<file path="src/design/vzp_pkg.sv">
// Shared types, codes and the step plan of the viewport zoom/pan/clamp block.
package vzp_pkg;

	localparam int ZOOM_W = 14;   // zoom register width
	localparam int ZDIV_W = 15;   // divisor width (one bit wider than the zoom, holds twice the zoom)

	typedef enum logic [2:0] {
		OP_INIT = 3'd0,
		OP_ZOOM = 3'd1,
		OP_PAN  = 3'd2,
		OP_W2S  = 3'd3,
		OP_S2W  = 3'd4
	} op_t;

	typedef enum logic [1:0] {
		CFG_WIDTH   = 2'd0,
		CFG_HEIGHT  = 2'd1,
		CFG_FLOOR   = 2'd2,
		CFG_CEILING = 2'd3
	} cfg_idx_t;

	typedef enum logic [4:0] {
		S_IDLE  = 5'b00001,
		S_ISSUE = 5'b00010,
		S_WAIT  = 5'b00100,
		S_MUL   = 5'b01000,
		S_OUT   = 5'b10000
	} state_t;

	typedef enum logic [2:0] {
		MOP_TW,   // screen to world on one axis (one divide)
		MOP_CL,   // clamp one axis (one divide for the half window)
		MOP_TS,   // world to screen on one axis (one multiply)
		MOP_NZ,   // new zoom
		MOP_END
	} mop_t;

	typedef struct packed {
		mop_t mop;
		logic axis;   // 0 x, 1 y
	} plan_t;

	// Micro step for a given operation and step index.
	function automatic plan_t plan(input logic [2:0] op, input logic [3:0] ph);
		plan_t p;
		p.mop  = MOP_END;
		p.axis = 1'b0;
		unique case (op)
			OP_INIT, OP_PAN: begin
				if (ph < 4'd2) begin
					p.mop  = MOP_CL;
					p.axis = ph[0];
				end
			end
			OP_ZOOM: begin
				unique case (ph)
					4'd0: p = '{MOP_TW, 1'b0};
					4'd1: p = '{MOP_TW, 1'b1};
					4'd2: p = '{MOP_NZ, 1'b0};
					4'd3: p = '{MOP_CL, 1'b0};
					4'd4: p = '{MOP_CL, 1'b1};
					4'd5: p = '{MOP_TW, 1'b0};
					4'd6: p = '{MOP_TW, 1'b1};
					4'd7: p = '{MOP_CL, 1'b0};
					4'd8: p = '{MOP_CL, 1'b1};
					default: p = '{MOP_END, 1'b0};
				endcase
			end
			OP_W2S: begin
				if (ph < 4'd2) begin
					p.mop  = MOP_TS;
					p.axis = ph[0];
				end
			end
			OP_S2W: begin
				if (ph < 4'd2) begin
					p.mop  = MOP_TW;
					p.axis = ph[0];
				end
			end
			default: p = '{MOP_END, 1'b0};
		endcase
		return p;
	endfunction

endpackage

</file>
<file path="src/design/vzp_div.sv">
// Restoring unsigned divider, one quotient bit per cycle.
module vzp_div #(
	parameter int DIVIDEND_W = 38
) (
	input  logic                          clk,
	input  logic                          arst_n,
	input  logic                          start,
	input  logic [DIVIDEND_W-1:0]         dividend,
	input  logic [vzp_pkg::ZDIV_W-1:0]    divisor,
	output logic                          busy,
	output logic                          done,
	output logic [DIVIDEND_W-1:0]         quotient
);

	localparam int CNT_W = $clog2(DIVIDEND_W + 1);

	logic [vzp_pkg::ZDIV_W-1:0] rem_q;
	logic [vzp_pkg::ZDIV_W-1:0] dsr_q;
	logic [DIVIDEND_W-1:0]      quo_q;
	logic [CNT_W-1:0]           cnt_q;
	logic                       busy_q;
	logic                       done_q;
	logic [vzp_pkg::ZDIV_W:0]   trial;
	logic                       fits;

	// trial subtract of the divisor from the shifted remainder
	assign trial = {rem_q, quo_q[DIVIDEND_W-1]};
	assign fits  = trial >= {1'b0, dsr_q};

	// control: count bits, flag the last one
	always_ff @(posedge clk or negedge arst_n) begin
		if (!arst_n) begin
			busy_q <= 1'b0;
			done_q <= 1'b0;
			cnt_q  <= '0;
		end else begin
			done_q <= 1'b0;
			if (start) begin
				busy_q <= 1'b1;
				cnt_q  <= CNT_W'(DIVIDEND_W);
			end else if (busy_q) begin
				cnt_q <= cnt_q - 1'b1;
				if (cnt_q == CNT_W'(1)) begin
					busy_q <= 1'b0;
					done_q <= 1'b1;
				end
			end
		end
	end

	// datapath: shift dividend bits in, quotient bits out
	always_ff @(posedge clk) begin
		if (start) begin
			rem_q <= '0;
			dsr_q <= divisor;
			quo_q <= dividend;
		end else if (busy_q) begin
			rem_q <= fits ? vzp_pkg::ZDIV_W'(trial - {1'b0, dsr_q})
			              : vzp_pkg::ZDIV_W'(trial);
			quo_q <= {quo_q[DIVIDEND_W-2:0], fits};
		end
	end

	assign busy     = busy_q;
	assign done     = done_q;
	assign quotient = quo_q;

endmodule

</file>
<file path="src/design/viewport_zoom_pan_clamp.sv">
// Top level of the viewport zoom/pan/clamp block: sequencer, state and datapath.
//
// Channel | Direction | Handshake           | Word
// in      | input     | in_valid / in_stall | op, coord_x, coord_y, zoom_delta
// out     | output    | out_valid/out_stall | point_x/y, zoom_now, center_x/y_now, can_pan
// cfg     | input     | cfg_we              | cfg_index, cfg_data
//
// One shared restoring divider, one bit per cycle, serves every divide; each is issued from
// S_ISSUE and collected in S_WAIT. The dividend is ZOOM_FRAC_BITS + 26 bits wide.
// Initialize and screen-to-world use two divides, pan up to two, zoom up to eight.
// Reset clears the sequencer and loads the default registers and view.
// in_stall stays high from acceptance until the result is in the output register;
// a stalled output word holds while the next input word is taken.
module viewport_zoom_pan_clamp #(
	parameter int COORD_FRAC_BITS = 8,
	parameter int ZOOM_FRAC_BITS  = 12
) (
	input  logic               clk,
	input  logic               arst_n,
	input  logic               in_valid,
	output logic               in_stall,
	input  logic [2:0]         op,
	input  logic signed [23:0] coord_x,
	input  logic signed [23:0] coord_y,
	input  logic signed [15:0] zoom_delta,
	output logic               out_valid,
	input  logic               out_stall,
	output logic signed [23:0] point_x,
	output logic signed [23:0] point_y,
	output logic [13:0]        zoom_now,
	output logic [19:0]        center_x_now,
	output logic [19:0]        center_y_now,
	output logic               can_pan,
	input  logic               cfg_we,
	input  logic [1:0]         cfg_index,
	input  logic [13:0]        cfg_data
);

	localparam int DW  = ZOOM_FRAC_BITS + 26;   // divide magnitude width
	localparam int WW  = DW + 3;                 // signed working width
	localparam int DFW = 27;                     // world minus center
	localparam int PW  = DFW + vzp_pkg::ZDIV_W;  // product width
	localparam int ZW  = vzp_pkg::ZOOM_W;
	localparam logic [31:0] PAN_THR = 32'((1001 * (1 << ZOOM_FRAC_BITS)) / 1000);
	localparam logic signed [WW-1:0] RST_CX  = WW'((640 << COORD_FRAC_BITS) / 2);
	localparam logic signed [WW-1:0] RST_CY  = WW'((480 << COORD_FRAC_BITS) / 2);
	localparam logic signed [WW-1:0] SAT_HI  = WW'(8388607);
	localparam logic signed [WW-1:0] SAT_LO  = WW'(-8388608);
	localparam logic signed [PW-1:0] RND_ADD = PW'((1 << ZOOM_FRAC_BITS) - 1);

	function automatic logic signed [23:0] sat24(input logic signed [WW-1:0] v);
		logic signed [23:0] r;
		if (v > SAT_HI)
			r = 24'sh7FFFFF;
		else if (v < SAT_LO)
			r = 24'sh800000;
		else
			r = v[23:0];
		return r;
	endfunction

	// registers and state
	logic [11:0]              width_q, height_q;
	logic [ZW-1:0]            floor_q, ceil_q, zoom_q;
	logic signed [WW-1:0]     cx_q, cy_q, bx_q, by_q;
	vzp_pkg::state_t          state_q;
	logic [3:0]               ph_q;
	logic [2:0]               op_q;
	logic signed [23:0]       x_q, y_q;
	logic signed [15:0]       dz_q;
	logic                     neg_q;
	logic signed [PW-1:0]     prod_q;
	logic signed [23:0]       px_q, py_q;
	logic                     out_valid_q;
	logic signed [23:0]       opx_q, opy_q;
	logic [ZW-1:0]            ozoom_q;
	logic [19:0]              ocx_q, ocy_q;
	logic                     opan_q;

	// datapath signals
	vzp_pkg::plan_t           pl;
	logic [11:0]              size_a;
	logic signed [WW-1:0]     c_a, b_a, full_a, mid_a, s_a, tw_d, tw_mag;
	logic                     tw_neg;
	logic [ZW-1:0]            zd;
	logic                     div_start, div_busy, div_done;
	logic [DW-1:0]            div_dividend, div_quo;
	logic [vzp_pkg::ZDIV_W-1:0] div_divisor;
	logic signed [WW-1:0]     qs, tw, half, hi, cl;
	logic signed [DFW-1:0]    ts_diff;
	logic signed [PW-1:0]     ts_adj, ts_sh;
	logic signed [WW-1:0]     ts;
	logic signed [17:0]       nz_sum, nz;
	logic                     pan_ok;
	logic                     accept, load_out;

	assign accept = in_valid && !in_stall;
	assign pan_ok = 32'(zoom_q) > PAN_THR;
	assign pl     = vzp_pkg::plan(op_q, ph_q);

	// select the axis operands
	always_comb begin
		size_a = pl.axis ? height_q : width_q;
		c_a    = pl.axis ? cy_q : cx_q;
		b_a    = pl.axis ? by_q : bx_q;
		s_a    = pl.axis ? WW'(y_q) : WW'(x_q);
		full_a = WW'(size_a) <<< COORD_FRAC_BITS;
		mid_a  = full_a >>> 1;
		zd     = (zoom_q == '0) ? ZW'(1) : zoom_q;
		tw_d   = s_a - mid_a;
		tw_neg = tw_d[WW-1];
		tw_mag = tw_neg ? -tw_d : tw_d;
	end

	// feed the shared divider
	always_comb begin
		div_start = (state_q == vzp_pkg::S_ISSUE) &&
			((pl.mop == vzp_pkg::MOP_TW) || (pl.mop == vzp_pkg::MOP_CL));
		if (pl.mop == vzp_pkg::MOP_CL) begin
			div_dividend = DW'(full_a <<< ZOOM_FRAC_BITS);
			div_divisor  = {zd, 1'b0};
		end else begin
			div_dividend = DW'(tw_mag <<< ZOOM_FRAC_BITS);
			div_divisor  = {1'b0, zd};
		end
	end

	vzp_div #(
		.DIVIDEND_W(DW)
	) u_div (
		.clk     (clk),
		.arst_n  (arst_n),
		.start   (div_start),
		.dividend(div_dividend),
		.divisor (div_divisor),
		.busy    (div_busy),
		.done    (div_done),
		.quotient(div_quo)
	);

	// finish the divide: signed quotient, mapped point, clamped center
	always_comb begin
		qs   = neg_q ? -WW'(div_quo) : WW'(div_quo);
		tw   = qs + c_a;
		half = WW'(div_quo);
		hi   = full_a - half;
		priority if (hi <= half)
			cl = mid_a;
		else if (c_a < half)
			cl = half;
		else if (c_a > hi)
			cl = hi;
		else
			cl = c_a;
	end

	// world to screen: truncate the product toward zero
	always_comb begin
		ts_diff = DFW'(s_a) - DFW'(c_a);
		ts_adj  = prod_q + (prod_q[PW-1] ? RND_ADD : '0);
		ts_sh   = ts_adj >>> ZOOM_FRAC_BITS;
		ts      = WW'(ts_sh) + mid_a;
	end

	// new zoom with floor first, then ceiling
	always_comb begin
		nz_sum = 18'(signed'({1'b0, zoom_q})) + 18'(dz_q);
		priority if (nz_sum < 18'(signed'({1'b0, floor_q})))
			nz = 18'(signed'({1'b0, floor_q}));
		else if (nz_sum > 18'(signed'({1'b0, ceil_q})))
			nz = 18'(signed'({1'b0, ceil_q}));
		else
			nz = nz_sum;
	end

	assign load_out = (state_q == vzp_pkg::S_OUT) && (!out_valid_q || !out_stall);

	// configuration writes
	always_ff @(posedge clk or negedge arst_n) begin
		if (!arst_n) begin
			width_q  <= 12'd640;
			height_q <= 12'd480;
			floor_q  <= ZW'(4096);
			ceil_q   <= ZW'(14336);
		end else if (cfg_we) begin
			unique case (vzp_pkg::cfg_idx_t'(cfg_index))
				vzp_pkg::CFG_WIDTH:   width_q  <= cfg_data[11:0];
				vzp_pkg::CFG_HEIGHT:  height_q <= cfg_data[11:0];
				vzp_pkg::CFG_FLOOR:   floor_q  <= cfg_data;
				vzp_pkg::CFG_CEILING: ceil_q   <= cfg_data;
				default: ;
			endcase
		end
	end

	// sequencer and view state
	always_ff @(posedge clk or negedge arst_n) begin
		if (!arst_n) begin
			state_q <= vzp_pkg::S_IDLE;
			ph_q    <= '0;
			cx_q    <= RST_CX;
			cy_q    <= RST_CY;
			zoom_q  <= ZW'(4096);
		end else begin
			unique case (state_q)
				vzp_pkg::S_IDLE: begin
					if (accept) begin
						ph_q    <= '0;
						state_q <= vzp_pkg::S_ISSUE;
						unique case (op)
							vzp_pkg::OP_INIT: begin
								cx_q   <= (WW'(width_q) <<< COORD_FRAC_BITS) >>> 1;
								cy_q   <= (WW'(height_q) <<< COORD_FRAC_BITS) >>> 1;
								zoom_q <= floor_q;
							end
							vzp_pkg::OP_ZOOM: begin
								if (zoom_delta == '0)
									state_q <= vzp_pkg::S_OUT;
							end
							vzp_pkg::OP_PAN: begin
								if (pan_ok && (coord_x != '0 || coord_y != '0)) begin
									cx_q <= cx_q + WW'(coord_x);
									cy_q <= cy_q + WW'(coord_y);
								end else begin
									state_q <= vzp_pkg::S_OUT;
								end
							end
							vzp_pkg::OP_W2S, vzp_pkg::OP_S2W: ;
							default: state_q <= vzp_pkg::S_OUT;
						endcase
					end
				end
				vzp_pkg::S_ISSUE: begin
					unique case (pl.mop)
						vzp_pkg::MOP_TW, vzp_pkg::MOP_CL: state_q <= vzp_pkg::S_WAIT;
						vzp_pkg::MOP_TS: state_q <= vzp_pkg::S_MUL;
						vzp_pkg::MOP_NZ: begin
							if (ZW'(nz) == zoom_q) begin
								state_q <= vzp_pkg::S_OUT;
							end else begin
								zoom_q <= ZW'(nz);
								ph_q   <= ph_q + 1'b1;
							end
						end
						default: state_q <= vzp_pkg::S_OUT;
					endcase
				end
				vzp_pkg::S_WAIT: begin
					if (div_done) begin
						ph_q    <= ph_q + 1'b1;
						state_q <= vzp_pkg::S_ISSUE;
						if (pl.mop == vzp_pkg::MOP_CL) begin
							if (pl.axis) cy_q <= cl;
							else         cx_q <= cl;
						end else if (op_q == vzp_pkg::OP_ZOOM && ph_q > 4'd4) begin
							if (pl.axis) cy_q <= b_a - qs;
							else         cx_q <= b_a - qs;
						end
					end
				end
				vzp_pkg::S_MUL: begin
					ph_q    <= ph_q + 1'b1;
					state_q <= vzp_pkg::S_ISSUE;
				end
				vzp_pkg::S_OUT: begin
					if (load_out)
						state_q <= vzp_pkg::S_IDLE;
				end
				default: state_q <= vzp_pkg::S_IDLE;
			endcase
		end
	end

	// item word, operands and points
	always_ff @(posedge clk) begin
		if (accept) begin
			op_q <= op;
			x_q  <= coord_x;
			y_q  <= coord_y;
			dz_q <= zoom_delta;
			px_q <= '0;
			py_q <= '0;
		end
		if (div_start)
			neg_q <= (pl.mop == vzp_pkg::MOP_TW) && tw_neg;
		if (state_q == vzp_pkg::S_ISSUE && pl.mop == vzp_pkg::MOP_TS)
			prod_q <= PW'(ts_diff) * PW'(signed'({1'b0, zoom_q}));
		if (state_q == vzp_pkg::S_MUL) begin
			if (pl.axis) py_q <= sat24(ts);
			else         px_q <= sat24(ts);
		end
		if (state_q == vzp_pkg::S_WAIT && div_done && pl.mop == vzp_pkg::MOP_TW) begin
			if (op_q == vzp_pkg::OP_S2W) begin
				if (pl.axis) py_q <= sat24(tw);
				else         px_q <= sat24(tw);
			end else if (ph_q < 4'd2) begin
				if (pl.axis) by_q <= tw;
				else         bx_q <= tw;
			end
		end
	end

	// output register: hold while stalled
	always_ff @(posedge clk or negedge arst_n) begin
		if (!arst_n)
			out_valid_q <= 1'b0;
		else if (load_out)
			out_valid_q <= 1'b1;
		else if (!out_stall)
			out_valid_q <= 1'b0;
	end

	always_ff @(posedge clk) begin
		if (load_out) begin
			opx_q   <= px_q;
			opy_q   <= py_q;
			ozoom_q <= zoom_q;
			ocx_q   <= 20'(cx_q);
			ocy_q   <= 20'(cy_q);
			opan_q  <= pan_ok;
		end
	end

	assign in_stall     = (state_q != vzp_pkg::S_IDLE);
	assign out_valid    = out_valid_q;
	assign point_x      = opx_q;
	assign point_y      = opy_q;
	assign zoom_now     = ozoom_q;
	assign center_x_now = ocx_q;
	assign center_y_now = ocy_q;
	assign can_pan      = opan_q;

`ifndef ASSERT_OFF
	// the divider runs only while the sequencer waits on it
	a_div_wait: assert property (@(posedge clk) disable iff (!arst_n)
		div_busy |-> (state_q == vzp_pkg::S_WAIT))
		else $error("divider busy outside wait");

	// an accepted word keeps the block busy in the next cycle
	a_busy_after: assert property (@(posedge clk) disable iff (!arst_n)
		accept |=> in_stall)
		else $error("input taken while busy");

	// between items the center is never negative
	a_center_pos: assert property (@(posedge clk) disable iff (!arst_n)
		(state_q == vzp_pkg::S_IDLE) |-> (!cx_q[WW-1] && !cy_q[WW-1]))
		else $error("center out of range when idle");
`endif

endmodule
</file>
<file path="config.mk">
export PLATFORM = sky130hd
export DESIGN_NAME = viewport_zoom_pan_clamp
export DESIGN_NICKNAME = d
export VERILOG_FILES = /design/src/design/vzp_pkg.sv /design/src/design/vzp_div.sv /design/src/design/viewport_zoom_pan_clamp.sv
export SDC_FILE = /design/constraint.sdc
export NUM_CORES = 2
export LEC_CHECK = 0
export ABC_AREA = 1
export BUFFER_PORTS_ARGS = -buffer_cell sky130_fd_sc_hd__buf_2
export CORE_MARGIN = 10
export CORE_UTILIZATION = 46
export CTS_CLUSTER_SIZE = 30
export DETAILED_ROUTE_END_ITERATION = 8
export GPL_TIMING_DRIVEN = 0
export PLACE_DENSITY_LB_ADDON = 0.3
export SLEW_MARGIN = 20
export SYNTH_ARGS = -nofsm -noshare
export SYNTH_HDL_FRONTEND = slang
export SYNTH_SLANG_ARGS = --single-unit
</file>
<file path="constraint.sdc">
create_clock -name clk -period 19.8 [get_ports clk]
set_clock_uncertainty 0.15 [all_clocks]
set_input_delay 0.99 -clock clk [delete_from_list [all_inputs] [get_ports clk]]
set_output_delay 0.99 -clock clk [all_outputs]
set_load 0.01 [all_outputs]
</file>
# [After elaboration in Yosys (flattened, before gate mapping)]
# Memory sizes are Yosys's and may differ from the RTL's.
# Cells that the tools add are included.
# W data, S select, Z words.
[word_totals] regBits=577 rom_bits=64 input_bits=88 output_inout_bits=105 word_cells=229 mem_count=1
[mem_list] name="(name not given)" words=16 width=4 read_ports=1 rd_clocked_by_memory_dff=0 write_ports=0 line_no="vzp_pkg.sv:56" rtl="unique case (ph)"
[op_classes] add_sub_neg=15 mul=1 order_cmp=13 eq_ne=37 muxes=85 bitwise_logic=2 reduce_logical=41
[op_table] op="$mux W41" count=21
[op_table] op="$mux W24" count=16
[op_table] op="$pmux W41 S2" count=4
[op_table] op="$mux W38" count=3
[op_table] op="$mux W14" count=8
[op_table] op="$add A41 B24 Y41" count=2
[op_table] op="$reduce_bool A24 Y1" count=2
[op_table] op="$add A42 B12 Y42" count=1
[op_table] op="$mul A27 B15 Y42" count=1
[op_table] op="$add A41 B41 Y41" count=1
[op_table] op="$gt A41 B24 Y1 const B" count=1
[op_table] op="$gt A41 B39 Y1" count=1
[op_table] op="$lt A41 B24 Y1 const B" count=1
[op_table] op="$lt A41 B39 Y1" count=1
[op_table] op="$neg A38 Y41" count=1
[op_table] op="$sub A41 B20 Y41" count=1
[op_table] op="$sub A41 B41 Y41" count=1
[op_table] op="$le A39 B39 Y1" count=1
[op_table] op="$sub A20 B38 Y39" count=1
[op_table] op="$pmux W4 S4" count=2
[op_table] op="$add A30 B20 Y31" count=1
[op_table] op="$gt A31 B24 Y1 const B" count=1
[op_table] op="$lt A31 B24 Y1 const B" count=1
[op_table] op="$mux W5" count=6
[op_table] op="other kinds (54)" count=115

# [Longest topological paths before layout]
[depth] word_depth=13 depth_mapped=59

# [By module]
# From an unflattened synthesis, not the netlist that was laid out.
[hier_totals] cells_unflattened=8295 hier_area_um2=60590.6
[by_module_without_submodules] module="viewport_zoom_pan_clamp" n_inst=1 cells_each=7778 area_per_inst_um2=56335.3 seq_area_each_um2=13795.7
[by_module_without_submodules] module="vzp_div" n_inst=1 cells_each=517 area_per_inst_um2=4255.3 seq_area_each_um2=2092.0

# [Worst setup path after synthesis]
# OpenSTA, ideal clock, no wires.
[synth_path] kind="reg2reg" start="reg ph_q[0]" end="reg prod_q[38], data pin" setup_time_ns=0.269 arrival_ns=9.597 path_slack_ns=9.784 path_stages_with_launch=52 path_buffers=6 synth_period_minus_slack_ns=10.016 path_cell_list="dfrtp_1 -> inv_1 -> ha_1 -> inv_1 -> nand3_1 -> nand2_1 -> nand2_1 -> nand2_4 -> nand2_8 -> inv_2 -> clkbuf_1 -> clkbuf_1 -> clkbuf_1 -> buf_1 -> clkbuf_1 -> nand2_1 -> nand2_1 -> ha_1 -> (+16 left out) -> fa_1 -> fa_1 -> fa_1 -> inv_1 -> fa_1 -> inv_1 -> ha_1 -> nand2_1 -> nor2_1 -> inv_1 -> o21ai_0 -> a21oi_1 -> o21ai_0 -> a21oi_1 -> o21ai_0 -> nand4_1 -> o31ai_1 -> xor2_1"
[synth_via] elab_chain_len=6
[synth_lines] item="start, declared" line_no="viewport_zoom_pan_clamp.sv:67" rtl="logic [3:0] ph_q;"
[synth_lines] item="start signal, assigned" line_no="viewport_zoom_pan_clamp.sv:242" rtl="ph_q <= ph_q + 1'b1;"
[synth_lines] item="start signal, assigned" line_no="viewport_zoom_pan_clamp.sv:250" rtl="ph_q <= ph_q + 1'b1;"
[synth_lines] item="start signal, assigned" line_no="viewport_zoom_pan_clamp.sv:262" rtl="ph_q <= ph_q + 1'b1;"
[synth_lines] item="$lt A4 B2 Y1" line_no="vzp_pkg.sv:50, vzp_pkg.sv:70, vzp_pkg.sv:76"
[synth_lines] item="$mux W4, on equally long branches" line_no="vzp_pkg.sv:76, vzp_pkg.sv:50, vzp_pkg.sv:70"
[synth_lines] item="$pmux W4 S4 *" line_no="vzp_pkg.sv:48" rtl="unique case (op)"
[synth_lines] item="$mux W41, on equally long branches" line_no="viewport_zoom_pan_clamp.sv:106, viewport_zoom_pan_clamp.sv:104"
[synth_lines] item="$sub A27 B27 Y27 *" line_no="viewport_zoom_pan_clamp.sv:159" rtl="ts_diff = DFW'(s_a) - DFW'(c_a);"
[synth_lines] item="$mul A27 B15 Y42 *" line_no="viewport_zoom_pan_clamp.sv:287" rtl="prod_q <= PW'(ts_diff) * PW'(signed'({1'b0, zoom_q}));"
[synth_lines] item="end signal, assigned" line_no="viewport_zoom_pan_clamp.sv:287"
[synth_lines] item="end, declared" line_no="viewport_zoom_pan_clamp.sv:72" rtl="logic signed [PW-1:0] prod_q;"
# Every way passes the cells marked *; elsewhere a longest branch is shown, timed or not.
# A chain may end at the register's enable or synchronous reset.

# [Final worst setup path]
# Ends and elaborated chain as after synthesis.

==> results_dict.tcl <==
set metrics [dict create \
    result_of_the_run "completed" \
    post_synthesis_share_of_cell_area_spent_on_and_or_nand_and_nor_gates_pct 24.8 \
    numPortBuffers 192 \
    post_route_cells_drive_above_1_share_pct 7.65 \
    design.die.area_um2 145000 \
    timing.final.crit_period_ns 14.83 \
    grt_setup_unrepaired "no" \
    clkSlewWorstSetupHoldPaths_ns 0.06 \
    critPathCaptureType "flop" \
    detail_route.wirelength.met1_mm 96.9 \
    fill_cell_count 12900 \
    tritoncts_clock_tree "done" \
    groute.usage.overall_pct 32.2 \
    met3WireLength_mm 21.2 \
    h-tree-depth 3 \
    cts_setup_buffers 0 \
    worst_r2r_path_depth 46 \
    cp_common_cell "sky130_fd_sc_hd__inv_1" \
    clock-root-buffer "sky130_fd_sc_hd__clkbuf_16" \
    ctsResizeCount 0 \
    clock_tree.buffer_depth 3 \
    min_path_type "input port to async pin" \
    start_util_pct 46.2 \
    layout.cells.non_filler 10200 \
    worst_setup_path_start_kind "flop" \
    crit-reg2reg-capture "prod_q[38]" \
    clock_sinks 577 \
    drv.max_cap_violation_count 0 \
    met2_length_mm 106 \
    grt_antenna_before_repair 9 \
    post_synth_instance_area_um2 59700 \
    crit_path_start "ph_q[0]" \
    viasPerCell 5.69 \
    topRoutingLayerUsed "met5" \
    floorplan.die.width_um 380 \
    route.vias.total 57900 \
    regArea_um2 15900 \
    share_of_the_synthesized_area_in_compound_gates_ao_oa_aoi_oai_pct 13.0 \
    cts-buffers-inserted 70 \
    gr-total-overflow 0 \
    design.core.area_um2 129000 \
    routabilityCongestion 1.04 \
    hold_viol_final 0 \
    firstDrtPassIters 7 \
    first_global_vias 55500 \
    postLayoutCellArea_um2 65600 \
    max_slew.worst_pin.slew_ns 1.36 \
    critical_path.max_fanout 10 \
    synth.ff_latch_count 577 \
    mux_cell_area_share_after_synthesis_pct 0.0670 \
    layout-area-overhead-vs-synth_pct 9.84 \
    synth_area_leader_cell "sky130_fd_sc_hd__edfxtp_1" \
    worst-endpoint-required_ns 20.08 \
    cpPeakStageDelay_ns 0.88 \
    chipHeight_um 380 \
    placedInstanceArea_um2 63300 \
    clock.fmax_ghz 0.0674 \
    synth_top_area_share_pct 17.5 \
    setup.worst_path.class "flop to flop" \
    io_pins 193 \
    synth-async-reset-ratio_pct 28.8 \
    drc 0 \
    number_of_placement_rows 132 \
    slew-limit-headroom_pct 8.05 \
    setup_violations 0 \
    postSynthNetCount 9000 \
    setup-tns-final_ns 0 \
    area_used_by_multi_input_combinational_logic_um2 38100 \
    synth_top_flop_cell "sky130_fd_sc_hd__edfxtp_1" \
    drt.antenna.violating_nets 0 \
    worst_path_max_delay_cell "sky130_fd_sc_hd__clkbuf_1" \
    post-route-period-util_pct 74.9 \
    avgSynthCellArea_um2 7.39 \
    detailedRoute.firstIterationViolations 6428 \
    yosysWarnings 0 \
    yosysUniqueCellTypes 78 \
    cts.hold.buffers_added 0 \
    crit_path_end "prod_q[38]" \
    drt_wl_total_mm 239 \
    synth-edff-count 348 \
    timing.reg2reg.setup_slack_ns 4.97 \
    dp_hpwl_mm 200 \
    post_synth_inst_count 8081 \
    grt_start_max_net_pins 100 \
    placedCellCount 10000 \
    grt_pass1_wl_mm 352 \
    dominant_combinational_cell_family_by_area_after_synthesis "simple AND/OR/NAND/NOR gates" \
    final_max_slew_viol_count 0 \
    regToRegStartpoint "ph_q[0]" \
    seq_area_frac_synth_pct 26.6 \
    worst_ep_arrival_time_ns 15.11 \
    synthXorXnorAreaFrac_pct 3.98 \
    clk_latency_ns 0.72 \
    wire_per_inst_um 23.5 \
    yosys-top-cells-area "sky130_fd_sc_hd__edfxtp_1 (17%), sky130_fd_sc_hd__nand2_1 (12%), sky130_fd_sc_hd__fa_1 (12%)" \
    final_nets 9297 \
    post_synth_fa_ha_maj_area_fraction_pct 21.9 \
]
==> state kept, by name, summed over array words and instances (netlist names), 38 cells and up <==
name,cells
prod_q,42
u_div.quotient,38
cx_q,41
bx_q,41
by_q,41
cy_q,41
==> worst max-delay path: cells and delay by family (launching register included) <==
kind            cells  cell delay [ns]
compound gates      9             2.25
fa+ha+maj           9             4.04
buf+inv            14             5.13
xor+xnor            2             0.65
simple gates       12             1.71
flops               1             0.53
==> how the worst min path moves through the flow <==
| stage | from | cells past startpoint | end | slack [ns] |
|---|---|---|---|---|
| after detailed placement | px_q[14] | 0 | point_x[14] | 0.27 |
| after global routing | arst_n | 1 | cx_q[30] | 0.15 |
| after floorplan | px_q[0] | 0 | point_x[0] | 0.26 |
| after global placement | px_q[12] | 0 | point_x[12] | 0.27 |
| after CTS | arst_n | 1 | cx_q[33] | 0.09 |
| final | arst_n | 1 | cy_q[34] | 0.11 |
==> final cells by class <==
| type | instances | share of cell area (%) |
|---|---|---|
| clock inverter | 34 | 0.519 |
| tap | 1742 | 3.32 |
| multi-input combinational | 6002 | 58.1 |
| timing repair buffer | 225 | 2.04 |
| clock buffer | 95 | 2.96 |
| sequential | 577 | 24.2 |
| buffer | 215 | 1.49 |
| antenna | 2 | 0.00763 |
| inverter | 1287 | 7.36 |
==> cells in the final DEF (no fill, tap or decap), drive strengths merged, types with 7 or more instances in the layout <==
cell type	Yosys	layout
nor3b	7	7
dfrtp	148	148
a21boi	20	20
o21bai	17	17
fa	359	359
a21o	15	15
nor4	42	42
a211oi	18	18
nor3	99	99
buf	57	282
o22ai	15	15
nand3b	15	15
o211ai	35	35
o21ai	459	459
xor2	170	170
nand3	384	384
dfstp	18	18
and3	7	7
or2	99	99
ha	472	472
edfxtp	348	348
clkinv	7	25
a31oi	111	111
dfxtp	63	63
xnor2	98	98
a221oi	7	7
inv	1280	1288
nand4	76	76
clkbuf	158	253
a21oi	601	601
nand2	1979	1979
nor2	798	798
o21a	32	32
o221ai	17	17
o31ai	17	17
==> synthesized netlist by cell type, types with 10 or more instances <==
master,n
sky130_fd_sc_hd__a31oi_1,111
sky130_fd_sc_hd__buf_6,10
sky130_fd_sc_hd__or2_2,94
sky130_fd_sc_hd__o21ai_2,13
sky130_fd_sc_hd__a211oi_1,18
sky130_fd_sc_hd__nand2_1,1938
sky130_fd_sc_hd__o21ai_1,23
sky130_fd_sc_hd__nand2_2,35
sky130_fd_sc_hd__edfxtp_1,348
sky130_fd_sc_hd__buf_4,12
sky130_fd_sc_hd__o31ai_1,17
sky130_fd_sc_hd__dfstp_2,18
sky130_fd_sc_hd__nor4_1,41
sky130_fd_sc_hd__ha_1,472
sky130_fd_sc_hd__fa_1,359
sky130_fd_sc_hd__a21oi_1,600
sky130_fd_sc_hd__o21bai_1,16
sky130_fd_sc_hd__a21boi_0,16
sky130_fd_sc_hd__nand3_1,365
sky130_fd_sc_hd__xor2_1,168
sky130_fd_sc_hd__nor2_1,777
sky130_fd_sc_hd__o21a_1,32
sky130_fd_sc_hd__o211ai_1,34
sky130_fd_sc_hd__buf_2,23
sky130_fd_sc_hd__nand3_2,18
sky130_fd_sc_hd__dfxtp_1,63
sky130_fd_sc_hd__a21o_1,15
sky130_fd_sc_hd__nor3_1,96
sky130_fd_sc_hd__nand4_1,76
sky130_fd_sc_hd__buf_1,11
sky130_fd_sc_hd__nor2_2,16
sky130_fd_sc_hd__dfrtp_1,148
sky130_fd_sc_hd__o221ai_1,17
sky130_fd_sc_hd__clkbuf_1,158
sky130_fd_sc_hd__nand3b_1,13
sky130_fd_sc_hd__o22ai_1,15
sky130_fd_sc_hd__inv_1,1257
sky130_fd_sc_hd__xnor2_1,96
sky130_fd_sc_hd__inv_2,23
sky130_fd_sc_hd__o21ai_0,423
==> cells by family after synthesis <==
logic type      count (synthesis)
simple gates                 3511
buf+inv                      1502
compound gates               1388
fa+ha+maj                     831
flops                         577
xor+xnor                      268
mux                             4
==> routing by layer <==
metal / GRT usage [%] / vias to the layer above
met1: 41.8 / 27800
met5: 0 / -
met2: 50.4 / 2684
li1: - / 26900
met3: 6.19 / 541
met4: 17.5 / 14
==> through the flow <==
stage | util [%] | hold WS (ns) | setup slack [ns]
2_1_floorplan | - | 0.258 | 9.78
3_3_place_gp | 48.6 | 0.270 | 5.56
3_5_place_dp | 49.0 | 0.269 | 5.40
4_1_cts | 50.7 | 0.0914 | 5.34
5_1_grt | 50.7 | 0.147 | 4.40
6_report | 50.7 | 0.106 | 4.97
Power is not shown: default switching activity piles up to over one toggle a cycle in this logic, so the estimate is an artifact.
